[src/rtl/jpd_pkg.sv]
`timescale 1ns / 1ps

package jpd_pkg;

    localparam int NUM_JOINTS = 7;
    localparam int FRAC_BITS  = 16;

    localparam int JOINT_W  = 3;
    localparam int DATA_W   = 32;
    localparam int TORQUE_W = 24;
    localparam int IDX_W    = (NUM_JOINTS > 1) ? $clog2(NUM_JOINTS) : 1;

    // Error is the difference of two signed words; gains are widened by one zero bit.
    localparam int ERR_W  = DATA_W + 1;
    localparam int PROD_W = 2 * ERR_W;
    localparam int SUM_W  = PROD_W + 1;
    localparam int WANT_W = SUM_W - FRAC_BITS + 1;
    localparam int DIFF_W = WANT_W + 1;

    // Per-joint absolute limits in Nm; step is limit / 20, rounded to nearest.
    localparam int LIMIT_BIG_NM   = 108;
    localparam int LIMIT_MID_NM   = 66;
    localparam int LIMIT_SMALL_NM = 19;
    localparam int STEP_ROUND     = 10;
    localparam int STEP_DIV       = 20;

    localparam logic signed [TORQUE_W-1:0] LIM_BIG_Q   =
        TORQUE_W'(LIMIT_BIG_NM * (2 ** FRAC_BITS));
    localparam logic signed [TORQUE_W-1:0] LIM_MID_Q   =
        TORQUE_W'(LIMIT_MID_NM * (2 ** FRAC_BITS));
    localparam logic signed [TORQUE_W-1:0] LIM_SMALL_Q =
        TORQUE_W'(LIMIT_SMALL_NM * (2 ** FRAC_BITS));

    localparam logic signed [TORQUE_W-1:0] STEP_BIG_Q   =
        TORQUE_W'((LIMIT_BIG_NM * (2 ** FRAC_BITS) + STEP_ROUND) / STEP_DIV);
    localparam logic signed [TORQUE_W-1:0] STEP_MID_Q   =
        TORQUE_W'((LIMIT_MID_NM * (2 ** FRAC_BITS) + STEP_ROUND) / STEP_DIV);
    localparam logic signed [TORQUE_W-1:0] STEP_SMALL_Q =
        TORQUE_W'((LIMIT_SMALL_NM * (2 ** FRAC_BITS) + STEP_ROUND) / STEP_DIV);

    typedef struct packed {
        logic [JOINT_W-1:0]       joint_index;
        logic                     has_command;
        logic [DATA_W-1:0]        stiffness_gain;
        logic [DATA_W-1:0]        damping_gain;
        logic signed [DATA_W-1:0] target_position;
        logic signed [DATA_W-1:0] target_velocity;
        logic signed [DATA_W-1:0] feedforward_torque;
        logic signed [DATA_W-1:0] measured_position;
        logic signed [DATA_W-1:0] measured_velocity;
    } cmd_t;

    typedef struct packed {
        logic [JOINT_W-1:0]       joint;
        logic                     in_range;
        logic signed [WANT_W-1:0] want;
    } pd_item_t;

    typedef struct packed {
        logic                       en;
        logic [IDX_W-1:0]           addr;
        logic signed [TORQUE_W-1:0] data;
    } mem_wr_t;

    function automatic logic signed [TORQUE_W-1:0] limit_of(input logic [IDX_W-1:0] idx);
        logic signed [TORQUE_W-1:0] lim;
        case (idx)
            IDX_W'(0), IDX_W'(1): lim = LIM_BIG_Q;
            IDX_W'(2), IDX_W'(3): lim = LIM_MID_Q;
            default:              lim = LIM_SMALL_Q;
        endcase
        return lim;
    endfunction

    function automatic logic signed [TORQUE_W-1:0] step_of(input logic [IDX_W-1:0] idx);
        logic signed [TORQUE_W-1:0] stp;
        case (idx)
            IDX_W'(0), IDX_W'(1): stp = STEP_BIG_Q;
            IDX_W'(2), IDX_W'(3): stp = STEP_MID_Q;
            default:              stp = STEP_SMALL_Q;
        endcase
        return stp;
    endfunction

endpackage

[src/rtl/jpd_prev_mem.sv]
`timescale 1ns / 1ps

module jpd_prev_mem (
    input  logic                                aclk,
    input  logic                                aresetn,
    input  logic                                rd_en,
    input  logic [jpd_pkg::IDX_W-1:0]           rd_addr,
    output logic signed [jpd_pkg::TORQUE_W-1:0] rd_data,
    input  jpd_pkg::mem_wr_t                    wr
);

    logic signed [jpd_pkg::TORQUE_W-1:0] mem_reg [jpd_pkg::NUM_JOINTS];
    logic [jpd_pkg::NUM_JOINTS-1:0]      valid_reg;
    logic signed [jpd_pkg::TORQUE_W-1:0] rd_data_reg;

    always_ff @(posedge aclk) begin
        if (wr.en) begin
            mem_reg[wr.addr] <= wr.data;
        end
    end

    // Entries never written since reset read as zero torque.
    always_ff @(posedge aclk) begin
        if (!aresetn) begin
            valid_reg <= '0;
        end else if (wr.en) begin
            valid_reg[wr.addr] <= 1'b1;
        end
    end

    // Bypass a write to the same joint landing on the read edge.
    always_ff @(posedge aclk) begin
        if (rd_en) begin
            if (wr.en && (wr.addr == rd_addr)) begin
                rd_data_reg <= wr.data;
            end else if (valid_reg[rd_addr]) begin
                rd_data_reg <= mem_reg[rd_addr];
            end else begin
                rd_data_reg <= '0;
            end
        end
    end

    assign rd_data = rd_data_reg;

endmodule

[config.mk]
export PLATFORM = sky130hd
export DESIGN_NAME = jpd_prev_mem
export DESIGN_NICKNAME = d
export VERILOG_FILES = /design/src/rtl/jpd_pkg.sv /design/src/rtl/jpd_prev_mem.sv
export SDC_FILE = /design/constraint.sdc
export NUM_CORES = 1
export LEC_CHECK = 0
export BUFFER_PORTS_ARGS = -buffer_cell sky130_fd_sc_hd__buf_2
export CORE_MARGIN = 2
export CORE_UTILIZATION = 35
export DETAILED_ROUTE_END_ITERATION = 8
export PLACE_DENSITY = 0.55
export RECOVER_POWER = 25
export SLEW_MARGIN = 10
export SYNTH_ARGS = -nofsm -noshare
export SYNTH_HDL_FRONTEND = slang
export SYNTH_SLANG_ARGS = --single-unit
[constraint.sdc]
create_clock -name aclk -period 3.9 [get_ports aclk]
set_clock_uncertainty 0.2 [all_clocks]
set_input_delay 0.585 -clock aclk [delete_from_list [all_inputs] [get_ports aclk]]
set_output_delay 0.585 -clock aclk [all_outputs]
set_load 0.05 [all_outputs]
# Yosys cells after proc, flatten, opt, wreduce, memory -nomap -nowiden
# Memory sizes are Yosys's and may differ from the RTL's.
# Cells that the tools add are included.
[word_totals] reg_bits=31 ramBits=168 in_bits=34 output_inout_bits=24 elab_cells=18 n_memories=1
[op_classes] magnitude_cmp=3 eq_ne=1 mux=8 bitwise=1 reduce_logical=2
[mem_list] name="mem_reg" words=7 width=24 read_ports=1 rd_clocked_by_memory_dff=0 write_ports=1 line_no="jpd_prev_mem.sv:12" source="logic signed [jpd_pkg::TORQUE_W-1:0] mem_reg [jpd_pkg::NUM_JOINTS];"
[ops] op="24-bit 2-to-1 mux" count=2
[ops] op="3-bit by 4-bit < comparator with 1-bit output, second input constant" count=2
[ops] op="7-bit bitwise OR" count=1
[ops] op="1-bit 2-to-1 mux" count=4
[ops] op="1-bit binary-select mux with 3-bit select" count=1
[ops] op="1-bit demux with 3-bit select" count=1
[ops] op="3-bit == test" count=1
[ops] op="3-bit by 1-bit greater-or-equal comparator with 1-bit output, second input constant" count=1
[ops] op="1-bit logical AND" count=2

# Logic depth before layout (Yosys ltp)
# Gate-level depths: netlist (run 1).
[logic_depth] ltp_word=5 depth_mapped=7 depth_no_buf=4

# Least setup slack after synthesis (run 1)
# Ideal clock, no wire load.
[synth_path] path_kind="in2reg" start="input port wr[24] (netlist name)" end="memory mem_reg[0][0] (netlist name), enable pin" setup_ns=0.438 arrival_ns=2.485 path_slack_ns=0.777 cell_stages=2 cell_sequence="nand2b_1 nor3_1"
[synth_lines] element="from (decl)" line_no="jpd_prev_mem.sv:9" source="input jpd_pkg::mem_wr_t wr"
[synth_lines] element="to (decl)" line_no="jpd_prev_mem.sv:12"
# No word-level cell before the write port.

# Worst setup path after layout (run 1)
[layout_path] start="input port rd_addr[0] (netlist name)" end="register rd_data_reg (netlist bit rd_data[0]), data pin"
[layout_between] elab_chain_cells=4 word_cells_on_any_way=7 cone_classes="eq/ne (1); mux (4); reduce/logical (1); memory (1)"
[layout_rtl] element="from (decl)" line_no="jpd_prev_mem.sv:7" source="input logic [jpd_pkg::IDX_W-1:0] rd_addr,"
[layout_rtl] element="1-bit binary-select mux with 3-bit select" line_no="jpd_prev_mem.sv:36" source="end else if (valid_reg[rd_addr]) begin"
[layout_rtl] element="1-bit 2-to-1 mux (implied by the code)" line_no="jpd_prev_mem.sv:36"
[layout_rtl] element="24-bit 2-to-1 mux" line_no="jpd_prev_mem.sv:36"
[layout_rtl] element="24-bit 2-to-1 mux (*)" line_no="jpd_prev_mem.sv:34" source="if (wr.en && (wr.addr == rd_addr)) begin"
[layout_rtl] element="to (signal assigned)" line_no="jpd_prev_mem.sv:35" source="rd_data_reg <= wr.data;"
[layout_rtl] element="to (signal assigned)" line_no="jpd_prev_mem.sv:37" source="rd_data_reg <= mem_reg[rd_addr];"
[layout_rtl] element="to (decl)" line_no="jpd_prev_mem.sv:14" source="logic signed [jpd_pkg::TORQUE_W-1:0] rd_data_reg;"
# Every way passes the cells marked *; elsewhere a longest branch is shown, timed or not. The select of a mux whose other input is x is not followed.
# A chain may end at the register's enable or synchronous reset.

==> flow_summary_export.csv, run 1 <==
group,metric,value,unit
run_status,run_status,"finished clean",
min_path,worst_hold_path.num_cells,1,
setup_path,longest_individual_stage_delay_on_the_worst_path,550,ps
drt,wl,15700,microns
place,port_buffers,57,
synth,synth_area_per_cell,19.7,sq um
setup_path,crit_type,"in2reg",
cts,clkTransAtPathRegs,70,ps
synth,synth_fa_ha_area_share,0,%
floorplanning,die_w,153,microns
sta,report.final.setup_viol,0,
sta,period_minus_slack,2320,ps
setup_path,worstRegToRegCells,5,
place,finalWeightedCongestion,0.687,
sta,maxClockFrequency,0.430,GHz
drt,drt_drc_violations_left,0,
final_layout,number_of_flip_flops_in_the_largest_register,168,
drt,drt_iter0_markers,289,
pwr,ir_worst_vdd,277,uV
grt,grt.met2_usage,22.9,%
synth,largest_family_of_logic_cells_by_synthesized_area,"multiplexers",
final_layout,number_of_nets_in_the_final_layout,496,
synth,yosys.area_share.simple,2.32,%
setup_path,startpoint_type,"input pin",
cts,clock_sinks,199,
drt,first_pass_iters,4,
floorplanning,top_level_ports,58,
cts,post_cts_buffers,0,
final_layout,finalCoreUtilization,40.8,%
cts,post_cts_resize_count,0,
job,cap_viol_max_count,0,
cts,postCtsHoldBufs,0,
synth,ys_seq_elements,199,
setup_path,cp_data_arrival_time,2300,ps
cts,worstSkewPairLatency,420,ps
final_layout,finalInstanceArea,8900,sq um
setup_path,cp_num_cells,5,
grt,grt_pass1_wl,24200,microns
grt,grt_overflow,0,
grt,met3_resource_use_gr,4.00,%
synth,cell_types_occupying_the_most_area_after_synthesis,"edfxtp_1 (74%), mux4_2 (7.3%), mux2_2 (3.5%), mux2i_1 (3.2%), a22o_1 (2.7%)",
floorplanning,placeable_core_area,21800,sq um
grt,grt_antenna_before_repair,1,
setup_path,critical-path-slowest-cell,"mux4_2",
grt,gr-max-usage-layer,"met2",
setup_path,critPathBufInv,2,
drt,via_count,3743,
setup_path,cp_max_fo,18,
synth,synth.yosys.seq_area_share,76.1,%
setup_path,category_of_cells_accounting_for_the_largest_share_of_critical_path_delay,"multiplexers",
setup_path,required_time_at_the_endpoint_of_the_critical_path,3880,ps
sta,slew_viol_final,0,
sta,grt_setup_unrepaired,"false",
synth,yosys_warnings,0,
drt,detail_route.vias_per_cell,4.96,
cts,cts_buffers,17,
floorplanning,die_h,153,microns
final_layout,fraction_of_final_layout_cells_sized_beyond_drive_strength_1,30.3,%
place,detailed_place_hpwl,8510,microns
sta,timing.final.crit_share,59.6,%
floorplanning,starting_density_of_the_core,35.6,%
setup_path,timing.critical_path.mode_cell,"buf_4",
min_path,holdCritPathClass,"in2reg",
pwr,power_density,502,nW/um^2
synth,mappedNetlistNets,428,
sta,slew_headroom,48.2,%
cts,tritoncts,"built",
synth,synth_xor_xnor_area_share,0.339,%
synth,synth_area,7760,sq um
final_layout,insertedDiodeCount,0,
pwr,static-leakage-power,3.01,nW
drt,avgRoutedWirePerCell,20.8,microns
grt,grt_use_total,14.0,%
floorplanning,design.die.area,23400,sq um
final_layout,final_common_cell,"edfxtp_1",
place,detailedPlace.worstSlack,1110,ps
cts,clock_tree.htree_level_count,4,
synth,synth.mux.area_fraction,14.0,%
grt,first_global_vias,4017,
cts,cts_buffer_depth,2,
synth,synth_cells,394,
grt,grt_max_degree,34,
sta,fin_setup_tns,0,ps
synth,post-synth-top-area-fraction,74.3,%
setup_path,setup.worst_path.end_class,"register",
final_layout,leading_cell_types_in_the_layout_fill_and_taps_excluded,"edfxtp_1 (192), buf_2 (40), nand2_1 (27)",
floorplanning,std_cell_rows,54,
grt,met1_usage_grt,18.5,%
synth,yosysUniqueCellTypes,23,
sta,final_hold_viol_count,0,
cts,ctsRootBufferMaster,"clkbuf_16",
synth,synth_compound_gate_area_share,5.08,%
sta,layout_setup_ws,1580,ps
setup_path,critical_path_cell_by_cell,"buf_4 > buf_4 > mux4_2 > mux2_2 > a22o_1",
final_layout,filler_cell_count_in_the_final_layout,1943,
synth,synth_top_cell_by_area,"edfxtp_1",
drt,final_antenna_net_count,0,
place,place_area,8360,sq um
sta,max_slew.worst_pin.slew,777,ps
final_layout,flow.area_growth_from_synthesis,14.7,%
==> worst paths after layout <==
kind / from / end / slack [ps]
hold reg to reg: valid_reg[2]$_SDFFE_PN0P_ / valid_reg[2]$_SDFFE_PN0P_ / 260
setup reg to reg: valid_reg[3]$_SDFFE_PN0P_ / rd_data[21]$_DFFE_PP_ / 1940
hold / removal: wr[3] / mem_reg[0][3]$_DFFE_PP_ / 250
setup / recovery: rd_addr[0] / rd_data[0]$_DFFE_PP_ / 1580
==> per-stage QoR <==
step                hold slack, ps  instances  total power (W)
floorplan                      235        394          0.00273
global placement               242        723          0.00283
detailed placement             253        723          0.00285
CTS                            216        755          0.00453
global route                   235        755          0.00464
finish                         249        755          0.00447
==> logic make-up (layout without fill, tap and decap cells) <==
family | after synthesis | count (layout)
simple gates | 40 | 40
flops | 199 | 199
buf+inv | 22 | 103
mux | 74 | 74
xor+xnor | 3 | 3
compound gates | 56 | 56
==> cell type report <==
class                           instances  area, sq um  share of cell area, %
Clock inverter                         15          136                   1.53
Multi-Input combinational cell        173         1710                   19.2
Timing Repair Buffer                   71          373                   4.19
Sequential cell                       199         5910                   66.4
Clock buffer                           17          425                   4.78
Tap cell                              280          350                   3.94
==> metal layers <==
layer / vias up / part of all wire, %
met4: 2 / 0.62
met3: 9 / 3.5
li1: 1726 / -
met5: - / 0.070
met2: 58 / 50
met1: 1948 / 46
==> synth_stat cells <==
cell      instances
and4_4            1
xnor2_1           3
buf_6             4
buf_12            2
o21ai_0          24
buf_8             1
dfxtp_1           7
nand2b_1          3
buf_2             4
o221a_2           1
mux2i_1          25
edfxtp_1        192
mux4_2           25
buf_4             2
clkbuf_1          8
mux2_2           24
nor2_1            6
nand2_1          27
nor3_1            2
buf_1             1
o21a_1            7
a22o_1           24
nor3_4            1
==> power by group <==
group          leakage, nW  total [W]  internal (W)  switching [W]
sequential            1.83    0.00245       0.00243      0.0000204
combinational        0.900   0.000338      0.000120       0.000218
clock                0.281    0.00168      0.000935       0.000743
total                 3.01    0.00447       0.00348       0.000982
==> worst register-to-register path: stages, from the launching register on <==
cell and delay [ps]:
dfxtp_1 310, mux4_2 450, nor2_1 190, nor3_4 60, buf_4 270, a22o_1 240
Note: power is estimated with default switching activity, not from simulation.
==> run 2: changes to the inputs <==
PLACE_DENSITY = 0.57   (was 0.55)
clock period = 2.1 ns   (was 3.9 ns; I/O delays follow)
==> run 2 against run 1 <==
Compared with the run above:
- routed wire length grew 1.4%
- sequential cell count is the same
- cell count grew 5.6%
- utilization grew 2.5 points
- global-route usage grew 0.29 points
- non-clock buffer count grew 42
- highest routed layer is now met4
- sequential share of layout area shrank 3.8 points
- worst setup slack lost 1300 ps
- count of clock-buffer cells in the layout grew 4
- power grew 86%
- critical endpoint is now rd_data[12]$_DFFE_PP_
==> flow_summary_export.csv, run 2 (synthesized netlist as in run 1, its figures left out) <==
group,metric,value,unit
run_status,run_status,"finished clean",
floorplanning,starting_density_of_the_core,35.6,%
cts,clkTransAtPathRegs,70,ps
setup_path,category_of_cells_accounting_for_the_largest_share_of_critical_path_delay,"multiplexers",
cts,cts_buffer_depth,2,
setup_path,cp_max_fo,7,
drt,detail_route.vias_per_cell,4.94,
setup_path,startpoint_type,"register",
grt,grt_use_total,14.2,%
sta,final_hold_viol_count,0,
final_layout,insertedDiodeCount,0,
grt,grt_pass1_wl,24600,microns
sta,period_minus_slack,1830,ps
cts,post_cts_buffers,0,
drt,met2WireLength,8600,microns
grt,grt_overflow,0,
cts,postCtsHoldBufs,25,
final_layout,number_of_flip_flops_in_the_largest_register,168,
cts,post_cts_resize_count,0,
place,port_buffers,57,
drt,drt_drc_violations_left,0,
final_layout,finalCoreUtilization,43.3,%
setup_path,required_time_at_the_endpoint_of_the_critical_path,2080,ps
job,cap_viol_max_count,0,
pwr,power_density,880,nW/um^2
sta,maxClockFrequency,0.546,GHz
drt,first_pass_iters,4,
cts,clock_tree.htree_level_count,4,
pwr,static-leakage-power,3.24,nW
cts,clock_sinks,199,
grt,grt_max_degree,31,
final_layout,final_common_cell,"edfxtp_1",
floorplanning,placeable_core_area,21800,sq um
sta,slew_headroom,42.1,%
place,detailed_place_hpwl,9000,microns
cts,tritoncts,"built",
place,finalWeightedCongestion,0.665,
grt,first_global_vias,4097,
setup_path,cp_data_arrival_time,1810,ps
cts,worstSkewPairLatency,430,ps
drt,drt_iter0_markers,347,
drt,final_antenna_net_count,0,
drt,via_count,3939,
setup_path,critPathBufInv,1,
floorplanning,design.die.area,23400,sq um
final_layout,flow.area_growth_from_synthesis,21.7,%
setup_path,longest_individual_stage_delay_on_the_worst_path,450,ps
drt,avgRoutedWirePerCell,20.0,microns
grt,grt_antenna_before_repair,0,
cts,cts_buffers,17,
drt,routedLengthMet1,6630,microns
floorplanning,std_cell_rows,54,
min_path,holdCritPathClass,"reg2reg",
drt,wl,16000,microns
sta,report.final.setup_viol,0,
sta,timing.final.crit_share,87.2,%
place,placed_cells_incl_taps,740,
floorplanning,top_level_ports,58,
sta,hold_ws,266,ps
setup_path,setup.worst_path.end_class,"register",
sta,max_slew.worst_pin.slew,869,ps
final_layout,final_cell_count_no_fill,797,
pwr,ir_worst_vdd,551,uV
setup_path,critical-path-slowest-cell,"mux4_2",
sta,slew_viol_final,0,
setup_path,critical_path_cell_by_cell,"mux4_2 > nor2_1 > nor3_4 > buf_12 > a22o_1",
final_layout,leading_cell_types_in_the_layout_fill_and_taps_excluded,"edfxtp_1 (192), buf_2 (42), nand2_1 (27)",
cts,ctsRootBufferMaster,"clkbuf_16",
floorplanning,die_w,153,microns
final_layout,filler_cell_count_in_the_final_layout,1929,
setup_path,crit_type,"reg2reg",
final_layout,number_of_nets_in_the_final_layout,538,
drt,route.met3.wl,495,microns
final_layout,fraction_of_final_layout_cells_sized_beyond_drive_strength_1,30.9,%
sta,grt_setup_unrepaired,"false",
drt,top_signal_layer_used,"met4",
floorplanning,die_h,153,microns
==> run 2: through the flow <==
stage	area (sq um)	TNS (ps)	setup slack (ps)	total power [W]
2_1_floorplan	7770	-6570	-91.6	0.00507
3_3_place_gp	8670	-157	-29.4	0.00533
3_5_place_dp	8670	-431	-55.5	0.00535
4_1_cts	9460	0	251	0.00839
5_1_grt	9440	0	220	0.00862
6_report	9440	0	268	0.00831
==> run 2: layout make-up <==
class / instances / area (sq um) / share of cell area (%)
flip-flops and latches: 199 / 5910 / 62.5
multi-input cells: 173 / 1720 / 18.2
well taps: 280 / 350 / 3.71
repair buffers: 113 / 926 / 9.80
clock buffers: 21 / 440 / 4.66
clock inverters: 11 / 103 / 1.09
==> run 2: power by group <==
part	leakage, nW	switching (W)	internal (W)
clock network	0.259	0.00139	0.00164
registers	1.83	0.0000397	0.00451
logic	1.15	0.000425	0.000305
==> run 2: path summary, 6_finish.rpt <==
check                       startpoint                         to  slack, ps  depth (start not counted)
min          valid_reg[3]$_SDFFE_PN0P_  valid_reg[3]$_SDFFE_PN0P_        270                          1
max          valid_reg[2]$_SDFFE_PN0P_      rd_data[12]$_DFFE_PP_        270                          5
min reg2reg  valid_reg[3]$_SDFFE_PN0P_  valid_reg[3]$_SDFFE_PN0P_        270                          1
max reg2reg  valid_reg[2]$_SDFFE_PN0P_      rd_data[12]$_DFFE_PP_        270                          5
==> run 2: layer usage <==
metal | up-vias | track usage (%)
li1 | 1807 | -
met1 | 2036 | 17.2
met2 | 72 | 25.3
met3 | 24 | 3.15
met4 | 0 | 4.81
met5 | - | 0
