File: src/rtl/jpd_pkg.sv
`timescale 1ns / 1ps

package jpd_pkg;

    localparam int NUM_JOINTS = 7;
    localparam int FRAC_BITS  = 16;

    localparam int JOINT_W  = 3;
    localparam int DATA_W   = 32;
    localparam int TORQUE_W = 24;
    localparam int IDX_W    = (NUM_JOINTS > 1) ? $clog2(NUM_JOINTS) : 1;

    // Error is the difference of two signed words; gains are widened by one zero bit.
    localparam int ERR_W  = DATA_W + 1;
    localparam int PROD_W = 2 * ERR_W;
    localparam int SUM_W  = PROD_W + 1;
    localparam int WANT_W = SUM_W - FRAC_BITS + 1;
    localparam int DIFF_W = WANT_W + 1;

    // Per-joint absolute limits in Nm; step is limit / 20, rounded to nearest.
    localparam int LIMIT_BIG_NM   = 108;
    localparam int LIMIT_MID_NM   = 66;
    localparam int LIMIT_SMALL_NM = 19;
    localparam int STEP_ROUND     = 10;
    localparam int STEP_DIV       = 20;

    localparam logic signed [TORQUE_W-1:0] LIM_BIG_Q   =
        TORQUE_W'(LIMIT_BIG_NM * (2 ** FRAC_BITS));
    localparam logic signed [TORQUE_W-1:0] LIM_MID_Q   =
        TORQUE_W'(LIMIT_MID_NM * (2 ** FRAC_BITS));
    localparam logic signed [TORQUE_W-1:0] LIM_SMALL_Q =
        TORQUE_W'(LIMIT_SMALL_NM * (2 ** FRAC_BITS));

    localparam logic signed [TORQUE_W-1:0] STEP_BIG_Q   =
        TORQUE_W'((LIMIT_BIG_NM * (2 ** FRAC_BITS) + STEP_ROUND) / STEP_DIV);
    localparam logic signed [TORQUE_W-1:0] STEP_MID_Q   =
        TORQUE_W'((LIMIT_MID_NM * (2 ** FRAC_BITS) + STEP_ROUND) / STEP_DIV);
    localparam logic signed [TORQUE_W-1:0] STEP_SMALL_Q =
        TORQUE_W'((LIMIT_SMALL_NM * (2 ** FRAC_BITS) + STEP_ROUND) / STEP_DIV);

    typedef struct packed {
        logic [JOINT_W-1:0]       joint_index;
        logic                     has_command;
        logic [DATA_W-1:0]        stiffness_gain;
        logic [DATA_W-1:0]        damping_gain;
        logic signed [DATA_W-1:0] target_position;
        logic signed [DATA_W-1:0] target_velocity;
        logic signed [DATA_W-1:0] feedforward_torque;
        logic signed [DATA_W-1:0] measured_position;
        logic signed [DATA_W-1:0] measured_velocity;
    } cmd_t;

    typedef struct packed {
        logic [JOINT_W-1:0]       joint;
        logic                     in_range;
        logic signed [WANT_W-1:0] want;
    } pd_item_t;

    typedef struct packed {
        logic                       en;
        logic [IDX_W-1:0]           addr;
        logic signed [TORQUE_W-1:0] data;
    } mem_wr_t;

    function automatic logic signed [TORQUE_W-1:0] limit_of(input logic [IDX_W-1:0] idx);
        logic signed [TORQUE_W-1:0] lim;
        case (idx)
            IDX_W'(0), IDX_W'(1): lim = LIM_BIG_Q;
            IDX_W'(2), IDX_W'(3): lim = LIM_MID_Q;
            default:              lim = LIM_SMALL_Q;
        endcase
        return lim;
    endfunction

    function automatic logic signed [TORQUE_W-1:0] step_of(input logic [IDX_W-1:0] idx);
        logic signed [TORQUE_W-1:0] stp;
        case (idx)
            IDX_W'(0), IDX_W'(1): stp = STEP_BIG_Q;
            IDX_W'(2), IDX_W'(3): stp = STEP_MID_Q;
            default:              stp = STEP_SMALL_Q;
        endcase
        return stp;
    endfunction

endpackage

File: src/rtl/jpd_slew_clamp.sv
`timescale 1ns / 1ps

module jpd_slew_clamp (
    input  logic                                aclk,
    input  logic                                aresetn,
    input  logic                                in_valid,
    output logic                                in_ready,
    input  jpd_pkg::pd_item_t                   in_item,
    input  logic signed [jpd_pkg::TORQUE_W-1:0] prev_torque,
    output jpd_pkg::mem_wr_t                    wr,
    output logic                                out_valid,
    input  logic                                out_ready,
    output logic [jpd_pkg::JOINT_W-1:0]         out_joint,
    output logic signed [jpd_pkg::TORQUE_W-1:0] out_torque
);

    logic                                a_v_reg;
    jpd_pkg::pd_item_t                   a_item_reg;
    logic                                o_v_reg;
    logic [jpd_pkg::JOINT_W-1:0]         o_joint_reg;
    logic signed [jpd_pkg::TORQUE_W-1:0] o_torque_reg;

    logic a_ready, o_ready;

    logic [jpd_pkg::IDX_W-1:0]           idx;
    logic signed [jpd_pkg::DIFF_W-1:0]   want_x;
    logic signed [jpd_pkg::DIFF_W-1:0]   prev_x;
    logic signed [jpd_pkg::DIFF_W-1:0]   step_x;
    logic signed [jpd_pkg::DIFF_W-1:0]   lim_x;
    logic signed [jpd_pkg::DIFF_W-1:0]   diff;
    logic signed [jpd_pkg::DIFF_W-1:0]   slewed;
    logic signed [jpd_pkg::DIFF_W-1:0]   clamped;
    logic signed [jpd_pkg::TORQUE_W-1:0] torque_next;

    assign o_ready  = !o_v_reg || out_ready;
    assign a_ready  = !a_v_reg || o_ready;
    assign in_ready = a_ready;

    assign idx    = a_item_reg.joint[jpd_pkg::IDX_W-1:0];
    assign want_x = jpd_pkg::DIFF_W'(a_item_reg.want);
    assign prev_x = jpd_pkg::DIFF_W'(prev_torque);
    assign step_x = jpd_pkg::DIFF_W'(jpd_pkg::step_of(idx));
    assign lim_x  = jpd_pkg::DIFF_W'(jpd_pkg::limit_of(idx));
    assign diff   = want_x - prev_x;

    always_comb begin
        if (diff > step_x) begin
            slewed = prev_x + step_x;
        end else if (diff < -step_x) begin
            slewed = prev_x - step_x;
        end else begin
            slewed = want_x;
        end

        if (slewed > lim_x) begin
            clamped = lim_x;
        end else if (slewed < -lim_x) begin
            clamped = -lim_x;
        end else begin
            clamped = slewed;
        end

        // Drop joints past the table: zero torque, no state update.
        torque_next = a_item_reg.in_range ? clamped[jpd_pkg::TORQUE_W-1:0] : '0;
    end

    always_comb begin
        wr.en   = a_v_reg && o_ready && a_item_reg.in_range;
        wr.addr = idx;
        wr.data = torque_next;
    end

    always_ff @(posedge aclk) begin
        if (!aresetn) begin
            a_v_reg <= 1'b0;
            o_v_reg <= 1'b0;
        end else begin
            if (a_ready) begin
                a_v_reg <= in_valid;
            end
            if (o_ready) begin
                o_v_reg <= a_v_reg;
            end
        end
    end

    always_ff @(posedge aclk) begin
        if (a_ready && in_valid) begin
            a_item_reg <= in_item;
        end
        if (o_ready && a_v_reg) begin
            o_joint_reg  <= a_item_reg.joint;
            o_torque_reg <= torque_next;
        end
    end

    assign out_valid  = o_v_reg;
    assign out_joint  = o_joint_reg;
    assign out_torque = o_torque_reg;

endmodule

File: config.mk
export PLATFORM = sky130hd
export DESIGN_NAME = jpd_slew_clamp
export DESIGN_NICKNAME = d
export VERILOG_FILES = /design/src/rtl/jpd_pkg.sv /design/src/rtl/jpd_slew_clamp.sv
export SDC_FILE = /design/constraint.sdc
export NUM_CORES = 1
export LEC_CHECK = 0
export ABC_AREA = 1
export CAP_MARGIN = 30
export CORE_ASPECT_RATIO = 0.9
export CORE_MARGIN = 2
export CORE_UTILIZATION = 60
export DETAILED_ROUTE_END_ITERATION = 16
export DONT_BUFFER_PORTS = 1
export PLACE_DENSITY = 0.77
export SYNTH_ARGS = -nofsm -noshare
export SYNTH_HDL_FRONTEND = slang
export SYNTH_SLANG_ARGS = --single-unit
File: constraint.sdc
create_clock -name aclk -period 6.7 [get_ports aclk]
set_clock_uncertainty 0.2 [all_clocks]
set_input_delay 0.335 -clock aclk [delete_from_list [all_inputs] [get_ports aclk]]
set_output_delay 0.335 -clock aclk [all_outputs]
set_load 0.02 [all_outputs]
==> Word-level counts from Yosys, hierarchy flattened <==
Cells that the tools add are included.
Widths: inputs -> output; s select.
{ "totals": {"mem_bits_rw": 0, "register_bits": 85, "output_inout_bits": 57, "in_bits": 84, "romBits": 0, "latchBits": 0, "n_memories": 0, "word_cells": 36} }
{ "op_classes": {"bitwise_logic": 0, "muxes": 7, "n_lt_le_gt_ge": 4, "n_shift": 0, "eq_ne": 3, "addsub": 5, "div": 0, "n_reduce_logical": 10, "multipliers": 0} }
{ "ops": {"columns": ["operator", "n"], "rows": [
  ["$gt 53x24->1", 2],
  ["$lt 53x53->1", 2],
  ["$mux 53", 2],
  ["$mux 24", 3],
  ["$neg 23->53", 1],
  ["$neg 24->53", 1],
  ["$sub 52x24->53", 1],
  ["$pmux 23 s2", 1],
  ["$pmux 19 s2", 1],
  ["$add 24x20->25", 1],
  ["$sub 24x20->25", 1],
  ["$eq 3x2->1 const B", 2],
  ["$reduce_or 2->1", 2],
  ["$eq 3x1->1 const B", 1],
  ["$logic_and 1x1->1", 3],
  ["$logic_not 3->1", 1],
  ["$logic_not 1->1", 2],
  ["$logic_or 1x1->1", 2]
]} }

==> Logic depth before layout (Yosys ltp) <==
Gate-level depths: netlist of the first run.
{ "depth": {"ltp_word": 11, "depth_mapped": 55, "depth_no_buf": 52} }

==> Worst setup path before layout of the first run <==
Ideal clock, no wire load.
{ "synth_path": {"kind": "register to output", "from": "register a_item_reg, in the netlist idx[2]", "to": "output wr[23] (netlist bit)", "stages_incl_launch_ff": 47, "t_arrival_ns": 6.979, "required_ns": 6.165, "path_slack_ns": -0.814, "path_buffers": 4, "cell_sequence": "edfxtp_1 nor2_1 inv_1 ha_1 inv_1 ha_1 inv_1 nor2_1 inv_1 o21ai_0 nor2_1 nand2_1 nand2_1 nand2_1 nand3_1 nand2_1 nand2_1 nand2_1 [... 11 more ...] ha_1 o21a_1 o21ai_0 a21oi_1 nor2_1 o21bai_1 nand3_1 a21oi_1 nand3_1 nand2_1 nand2_1 nand2_1 nand2_1 nand3_1 nand2_4 inv_4 buf_6 a31oi_1"} }
{ "synth_rtl": {"columns": ["item", "line", "source"], "rows": [
  ["from (decl)", "jpd_slew_clamp.sv:18", "jpd_pkg::pd_item_t a_item_reg;"],
  ["from (signal assigned)", "jpd_slew_clamp.sv:89", "a_item_reg <= in_item;"],
  ["to (decl)", "jpd_slew_clamp.sv:10", "output jpd_pkg::mem_wr_t wr,"]
]} }

==> impl_results.md, run 1 <==
- Run status: complete, but fails checks
- Violations in the final reports: setup timing
- Netlist cell types: 59
- Gate count after technology mapping: 2,033
- Post-route setup slack: -0.00354 ns
- Worst endpoint required time: 6.16 ns
- Reg-to-reg endpoint: out_torque[2]
- Dominant synthesized flop cell: edfxtp_1
- Maximum resistive drop on vdd: 0.000152 V
- Hold depth: 3
- Critical path launch point type: flop
- Routability-driven placement congestion ratio: 1.03
- Logic pwr share: 0.613
- Master cell of the clock root buffer: clkbuf_16
- Remaining global-route overflow: 0
- Maximum fanout count along the critical path: 17
- Die Y: 143 um
- Sinks on Clock Net: 85
- Clock buffer depth: 2
- Seq pwr share: 0.226
- Worst min-delay path endpoint: a_v_reg
- Filler Cell Count: 1,825
- Proportion of total power due to net switching: 0.488
- Number of DRC violations after detailed-routing iteration 0: 1,587
- Horizontal extent of the die: 159 um
- Async SR Flop Fraction: 0
- Post-synth top area cell: edfxtp_1
- Overall power: 3.01 mW
- Share of synthesized area occupied by flip-flops and latches: 0.196
- Average wire per standard cell: 18.5 um
- Buffer and inverter count on the worst path: 7
- Final period util: 1.00
- Vias per cell: 5.77
- Critical path's most frequent cell: nand2_1
- Source-to-sink clock delay at the later pin of the worst-skew pair: 0.36 ns
- Worst min-delay path class: in2reg
- FP Rows: 50
- Most used cells in the layout excluding fill and tap cells: nand2_1, inv_1, nor2_1, ha_1, nand3_1
- Worst R2R Path Depth: 43
- Half-perimeter wire length after placement: 35.7 mm
- Layout cell share with drive strength beyond 1: 0.129
- Worst-path cell with the longest stage delay: fa_2
- First-pass GRT wire length: 66.9 mm
- Port-buffer cells: 0
- Fraction of synthesized area in multiplexers: 0
- EDFF count, synth: 83
- Peak per-stage delay on the critical path: 0.41 ns
- Unrepaired setup endpoints after global routing: yes
- Net Sw Power: 1.47 mW
- Final critical delay including setup and external delays: 6.70 ns
- Number of nets in the finished design: 2,422
- Top area cells in the synthesized netlist: edfxtp_1, nand2_1, ha_1
- Total of endpoints with negative setup slack in the final report: 1
- Internal Dissipation: 1.54 mW
- Crit path capture type: output port
- Slew at the pin with the worst max-slew slack: 0.919 ns
- Type of the worst setup path: reg2out
- Total wire length: 45.4 mm
- Number of clock buffers inserted by TritonCTS: 9
- Fraction of the mapped netlist area in compound gates: 0.111
- Share of synthesized cell area in full adder, half adder and majority cells: 0.169
- Launch point of the worst reg-to-reg path: a_item_reg[0]
- #FFs+latches synth: 85
- Summed instance area of the synthesized netlist: 12,900 sq um
- Number of flip-flops in the largest register: 53
- Post-Synth XOR/XNOR Area: 0.0331
- Max cap viols: 0
- Clock-pin slew on the worst setup and hold paths: 0.07 ns
- Post-route DRC violation count: 0
- Portion of total power attributed to the clock network: 0.161
- Fmax: 149 MHz
- Signed area change from the synthesized netlist to the final layout: 16.9%
- Register-to-Register Setup Slack: 0.44 ns
- Main combinational cell family by area after synthesis: simple AND/OR/NAND/NOR gates
- Number of global-route vias before repair: 12,604
- Average cell area after synthesis: 6.35 sq um
- Count of vias placed by the detailed router: 14,183
- Final hold violations: 0
- Pins over their slew limit: 0
- Leakage: 7.65 nW
- Antenna violations before repair: 0
- TritonCTS clock tree: yes
- Areal power density over the cells: 200 nW/um^2
- Leading cell type in the layout, fill and taps excluded: nand2_1
- Core region area: 21,000 sq um
- Global-route usage over all layers: 0.382
- Cell family with the largest share of critical-path delay: simple AND/OR/NAND/NOR gates
- Yosys warning total: 0
- Antenna viol nets, final: 0
- Initial Utilization: 0.616
- Die area: 22,700 sq um
- Share of synthesized cell area in and, or, nand and nor gates: 0.371
- Final core area utilization: 0.720
- Boundary pin count: 141
- Area share of the largest cell type after synthesis: 0.193
- Origin of the worst min-delay path: out_ready
- Data arrival time of the worst path: 6.17 ns
- Maximum level of the CTS H-tree: 3
- Pin count of the biggest net entering global routing: 57
- First-pass iteration count of the detailed router: 6
- Max-Slew Margin vs Limit: 0.387
[how the worst max path moves through the flow]
stage / slack, ns / start / depth (start not counted) / endpoint
6_report: -0.004 / a_item_reg[0] / 39 / wr[2]
5_1_grt: -0.52 / a_item_reg[0] / 42 / wr[2]
4_1_cts: 0.01 / a_item_reg[0] / 50 / wr[19]
3_5_place_dp: 0.08 / a_item_reg[0] / 52 / wr[18]
3_3_place_gp: 0.23 / prev_torque[0] / 45 / wr[2]
2_1_floorplan: 0.09 / idx[1] / 47 / wr[23]
[tightest hold or removal path: cells and delay by family]
kind,cells,cell delay (ns)
AND/OR/NAND/NOR,1,0.22
buffers and inverters,1,0.03
AO/OA/AOI/OAI,1,0.11
[Yosys cell counts (5+ instances only)]
cell,count
nand2_4,6
buf_4,7
nor3_1,16
nand2_1,628
nand3b_1,12
ha_1,170
nand3_2,5
buf_6,8
nor2_4,12
inv_1,307
nor2_1,199
nor2_2,16
o21ai_0,51
nand4_1,32
nand2_2,16
inv_2,35
o21ai_1,12
o211ai_1,6
clkbuf_1,7
a21oi_2,8
nand3_1,145
a211oi_1,5
a21oi_1,128
edfxtp_1,83
xor2_1,43
o21bai_1,10
o21a_1,5
[cells by family after synthesis]
logic type      after synthesis
compound gates              250
xor+xnor                     47
fa+ha+maj                   173
buf+inv                     374
flops                        85
other cells                   1
simple gates               1103
[metal layers]
layer | track usage | wire length, um | vias to the layer above
met3 | 0.0583 | 4700 | 114
li1 | - | - | 6790
met2 | 0.601 | 20100 | 774
met4 | 0.120 | 1400 | 0
met1 | 0.537 | 19200 | 6505
met5 | 0 | 0 | -
[final cells by class]
class / instances / area [sq um] / share of cell area
clock buffer: 10 / 229 / 0.0152
sequential: 85 / 2530 / 0.168
tap: 286 / 358 / 0.0237
timing repair buffer: 120 / 1090 / 0.0724
inverter: 347 / 1340 / 0.0887
multi-input combinational: 1602 / 9480 / 0.629
antenna: 2 / 5.00 / 0.000332
clock inverter: 6 / 46.3 / 0.00307
[stage by stage]
step / instances / instance area, sq um / hold WS [ns] / setup TNS (ns) / setup slack [ns]
2_1_floorplan: 2060 / 13000 / 0.228 / 0 / 0.0940
5_1_grt: 2456 / 15100 / 0.264 / -9.80 / -0.515
4_1_cts: 2425 / 14300 / 0.185 / 0 / 0.0119
6_report: 2458 / 15100 / 0.193 / -0.00354 / -0.00354
3_5_place_dp: 2346 / 13400 / 0.234 / 0 / 0.0785
3_3_place_gp: 2346 / 13400 / 0.234 / 0 / 0.232
[repair_timing]
item | CTS | global route
hold buffers | 59 | 0
endpoints found under the hold margin | 58 | 0
endpoints found under the setup margin | 24 | 48
setup buffers | 4 | 30
resized for setup | 21 | 119
pin swaps | 4 | 55
cloned | 0 | 1
[power groups by stage]
stage | sequential (mW) | clock (mW) | combinational, mW
floorplan | 0.675 | 0 | 1.19
global placement | 0.687 | 0 | 1.49
detailed placement | 0.688 | 0 | 1.52
CTS | 0.676 | 0.474 | 1.58
global route | 0.683 | 0.507 | 2.02
finish | 0.680 | 0.485 | 1.85
Note: power is estimated with default switching activity, not from simulation.
==> run 2, diff against run 1 <==
==> constraint.sdc (replaced) <==
create_clock -name aclk -period 6.7 [get_ports aclk]
set_clock_uncertainty 0.2 [all_clocks]
set_input_delay 0.67 -clock aclk [delete_from_list [all_inputs] [get_ports aclk]]
set_output_delay 0.67 -clock aclk [all_outputs]
set_load 0.02 [all_outputs]
==> impl_results.md, run 2 (synthesis results as in run 1) <==
- Leading cell type in the layout, fill and taps excluded: nand2_1
- Count of vias placed by the detailed router: 14,127 (-0.39%)
- Leakage: 7.73 nW (+1.0%)
- Horizontal extent of the die: 159 um (unchanged)
- Cell family with the largest share of critical-path delay: simple AND/OR/NAND/NOR gates
- Run status: complete, but fails checks
- Launch point of the worst reg-to-reg path: a_item_reg[0]
- Type of the worst setup path: reg2out
- Violations in the final reports: setup timing
- Half-perimeter wire length after placement: 35.9 mm (+0.56%)
- Routability-driven placement congestion ratio: 1.04 (+0.60%)
- Post-route setup slack: -0.321 ns (-0.317 ns)
- Critical path launch point type: flop
- Maximum level of the CTS H-tree: 3 (unchanged)
- Total of endpoints with negative setup slack in the final report: 24 (+23)
- Global-route usage over all layers: 0.375 (-0.00691)
- Worst Setup Slack post-DPL: -0.190 ns (-0.268 ns)
- Fmax: 142 MHz (-4.5%)
- Max-Slew Margin vs Limit: 0.384 (-0.00297)
- Worst-path cell with the longest stage delay: fa_2
- Pin count of the biggest net entering global routing: 57 (unchanged)
- Sinks on Clock Net: 85 (unchanged)
- Critical path origin: a_item_reg[0]
- Areal power density over the cells: 204 nW/um^2 (+2.3%)
- Total wire length: 43.9 mm (-3.3%)
- Remaining global-route overflow: 0 (unchanged)
- Die Y: 143 um (unchanged)
- Number of flip-flops in the largest register: 53 (unchanged)
- Number of nets in the finished design: 2,430 (+0.33%)
- Average wire per standard cell: 17.8 um (-3.7%)
- Post-route DRC violation count: 0 (unchanged)
- Pins over their slew limit: 0 (unchanged)
- Final hold violations: 0 (unchanged)
- Post-route non-filler standard cell count: 2,467 (+0.37%)
- Filler Cell Count: 1,789 (-2.0%)
- Final critical delay including setup and external delays: 7.02 ns (+0.317 ns)
- Clock buffer depth: 2 (unchanged)
- Master cell of the clock root buffer: clkbuf_16
- First-pass iteration count of the detailed router: 6 (unchanged)
- Initial Utilization: 0.616 (unchanged)
- Data arrival time of the worst path: 6.15 ns (-0.02 ns)
- Source-to-sink clock delay at the later pin of the worst-skew pair: 0.36 ns (about the same)
- Final period util: 1.05 (+0.0473)
- Worst endpoint required time: 5.83 ns (-0.33 ns)
- Maximum resistive drop on vdd: 0.000140 V (-8.2%)
- Antenna violations before repair: 2 (+2)
- Critical path's most frequent cell: nand2_1
- Die area: 22,700 sq um (unchanged)
- Boundary pin count: 141 (unchanged)
- TritonCTS clock tree: yes
- Final-layout worst hold slack: 0.204 ns (+0.0116 ns)
- Antenna viol nets, final: 0 (unchanged)
- First-pass GRT wire length: 65.8 mm (-1.7%)
- Number of DRC violations after detailed-routing iteration 0: 1,742 (+9.8%)
- Unrepaired setup endpoints after global routing: yes
- Layout cell share with drive strength beyond 1: 0.162 (+0.0326)
- Number of global-route vias before repair: 12,732 (+1.0%)
- Core region area: 21,000 sq um (unchanged)
- Maximum fanout count along the critical path: 7 (-10)
- Signed area change from the synthesized netlist to the final layout: 16.4%
- Worst min-delay path class: in2reg
- Number of clock buffers inserted by TritonCTS: 9 (unchanged)
- Vias per cell: 5.73 (-0.76%)
- Max cap viols: 0 (unchanged)
- Most used cells in the layout excluding fill and tap cells: nand2_1, inv_1, nor2_1, ha_1, nand3_1
- Clock-pin slew on the worst setup and hold paths: 0.07 ns (about the same)
- Placed Cells incl. Taps: 2,430 (+3.6%)
- Peak per-stage delay on the critical path: 0.39 ns (-0.02 ns)
- FP Rows: 50 (unchanged)
- Buffer and inverter count on the worst path: 7 (unchanged)
- Crit path capture type: output port
- Port-buffer cells: 0 (unchanged)
- Origin of the worst min-delay path: in_item[6]
- Slew at the pin with the worst max-slew slack: 0.923 ns (+0.00445 ns)
-- run 2: final cells by class --
cell class / count / area [sq um] / area share
sequential: 85 / 2530 / 0.169
inverter: 347 / 1330 / 0.0883
tap: 286 / 358 / 0.0238
timing repair inverter: 1 / 8.76 / 0.000583
clock inverter: 7 / 48.8 / 0.00325
multi-input combinational: 1602 / 9520 / 0.634
antenna: 3 / 7.51 / 0.000500
timing repair buffer: 127 / 988 / 0.0658
clock buffer: 9 / 225 / 0.0150
-- run 2: final timing paths --
kind | endpoint | slack (ns) | depth (start not counted)
worst max-delay path | wr[19] | -0.32 | 49
worst min-delay path | a_item_reg[6] | 0.20 | 0
worst max register to register | out_torque[19] | 0.45 | 49
worst min register to register | out_valid | 0.32 | 2
-- run 2: where the power goes --
group	switching [mW]	internal, mW	total (mW)
clock	0.216	0.252	0.468
combinational	1.20	0.718	1.92
sequential	0.0468	0.633	0.680
total	1.46	1.60	3.07
-- run 2: worst register-to-register path, delay by kind of cell (launching register included) --
kind,cells,cell delay (ns)
AOI/OAI and AO/OA,13,1.58
DFF,1,0.35
buffers and inverters,7,0.70
and+or+nand+nor,25,2.07
adders and majority gates,4,1.12
-- run 2: per-stage QoR --
stage | setup TNS, ns | area, sq um | total power [mW] | utilization
5_1_grt | -13.44 | 15000 | 3.28 | 0.716
4_1_cts | 0 | 14600 | 2.91 | 0.697
2_1_floorplan | 0 | 13100 | 1.88 | -
3_3_place_gp | 0 | 14000 | 2.34 | 0.670
3_5_place_dp | -3.09 | 14000 | 2.38 | 0.670
6_report | -3.28 | 15000 | 3.07 | 0.716
-- run 2: timing repair --
item	in CTS	in global routing
hold buffers	0	0
resized for setup	54	70
pin swaps	18	46
gates cloned	2	0
setup buffers	6	10
endpoints found under the setup margin	24	24
-- run 2: routing by layer --
layer  up-vias  track usage  wire, um
met3       119       0.0637      4520
met2       744        0.597     19400
li1       6815            -         -
met5         -            0         0
met1      6449        0.521     18500
met4         0        0.110      1360
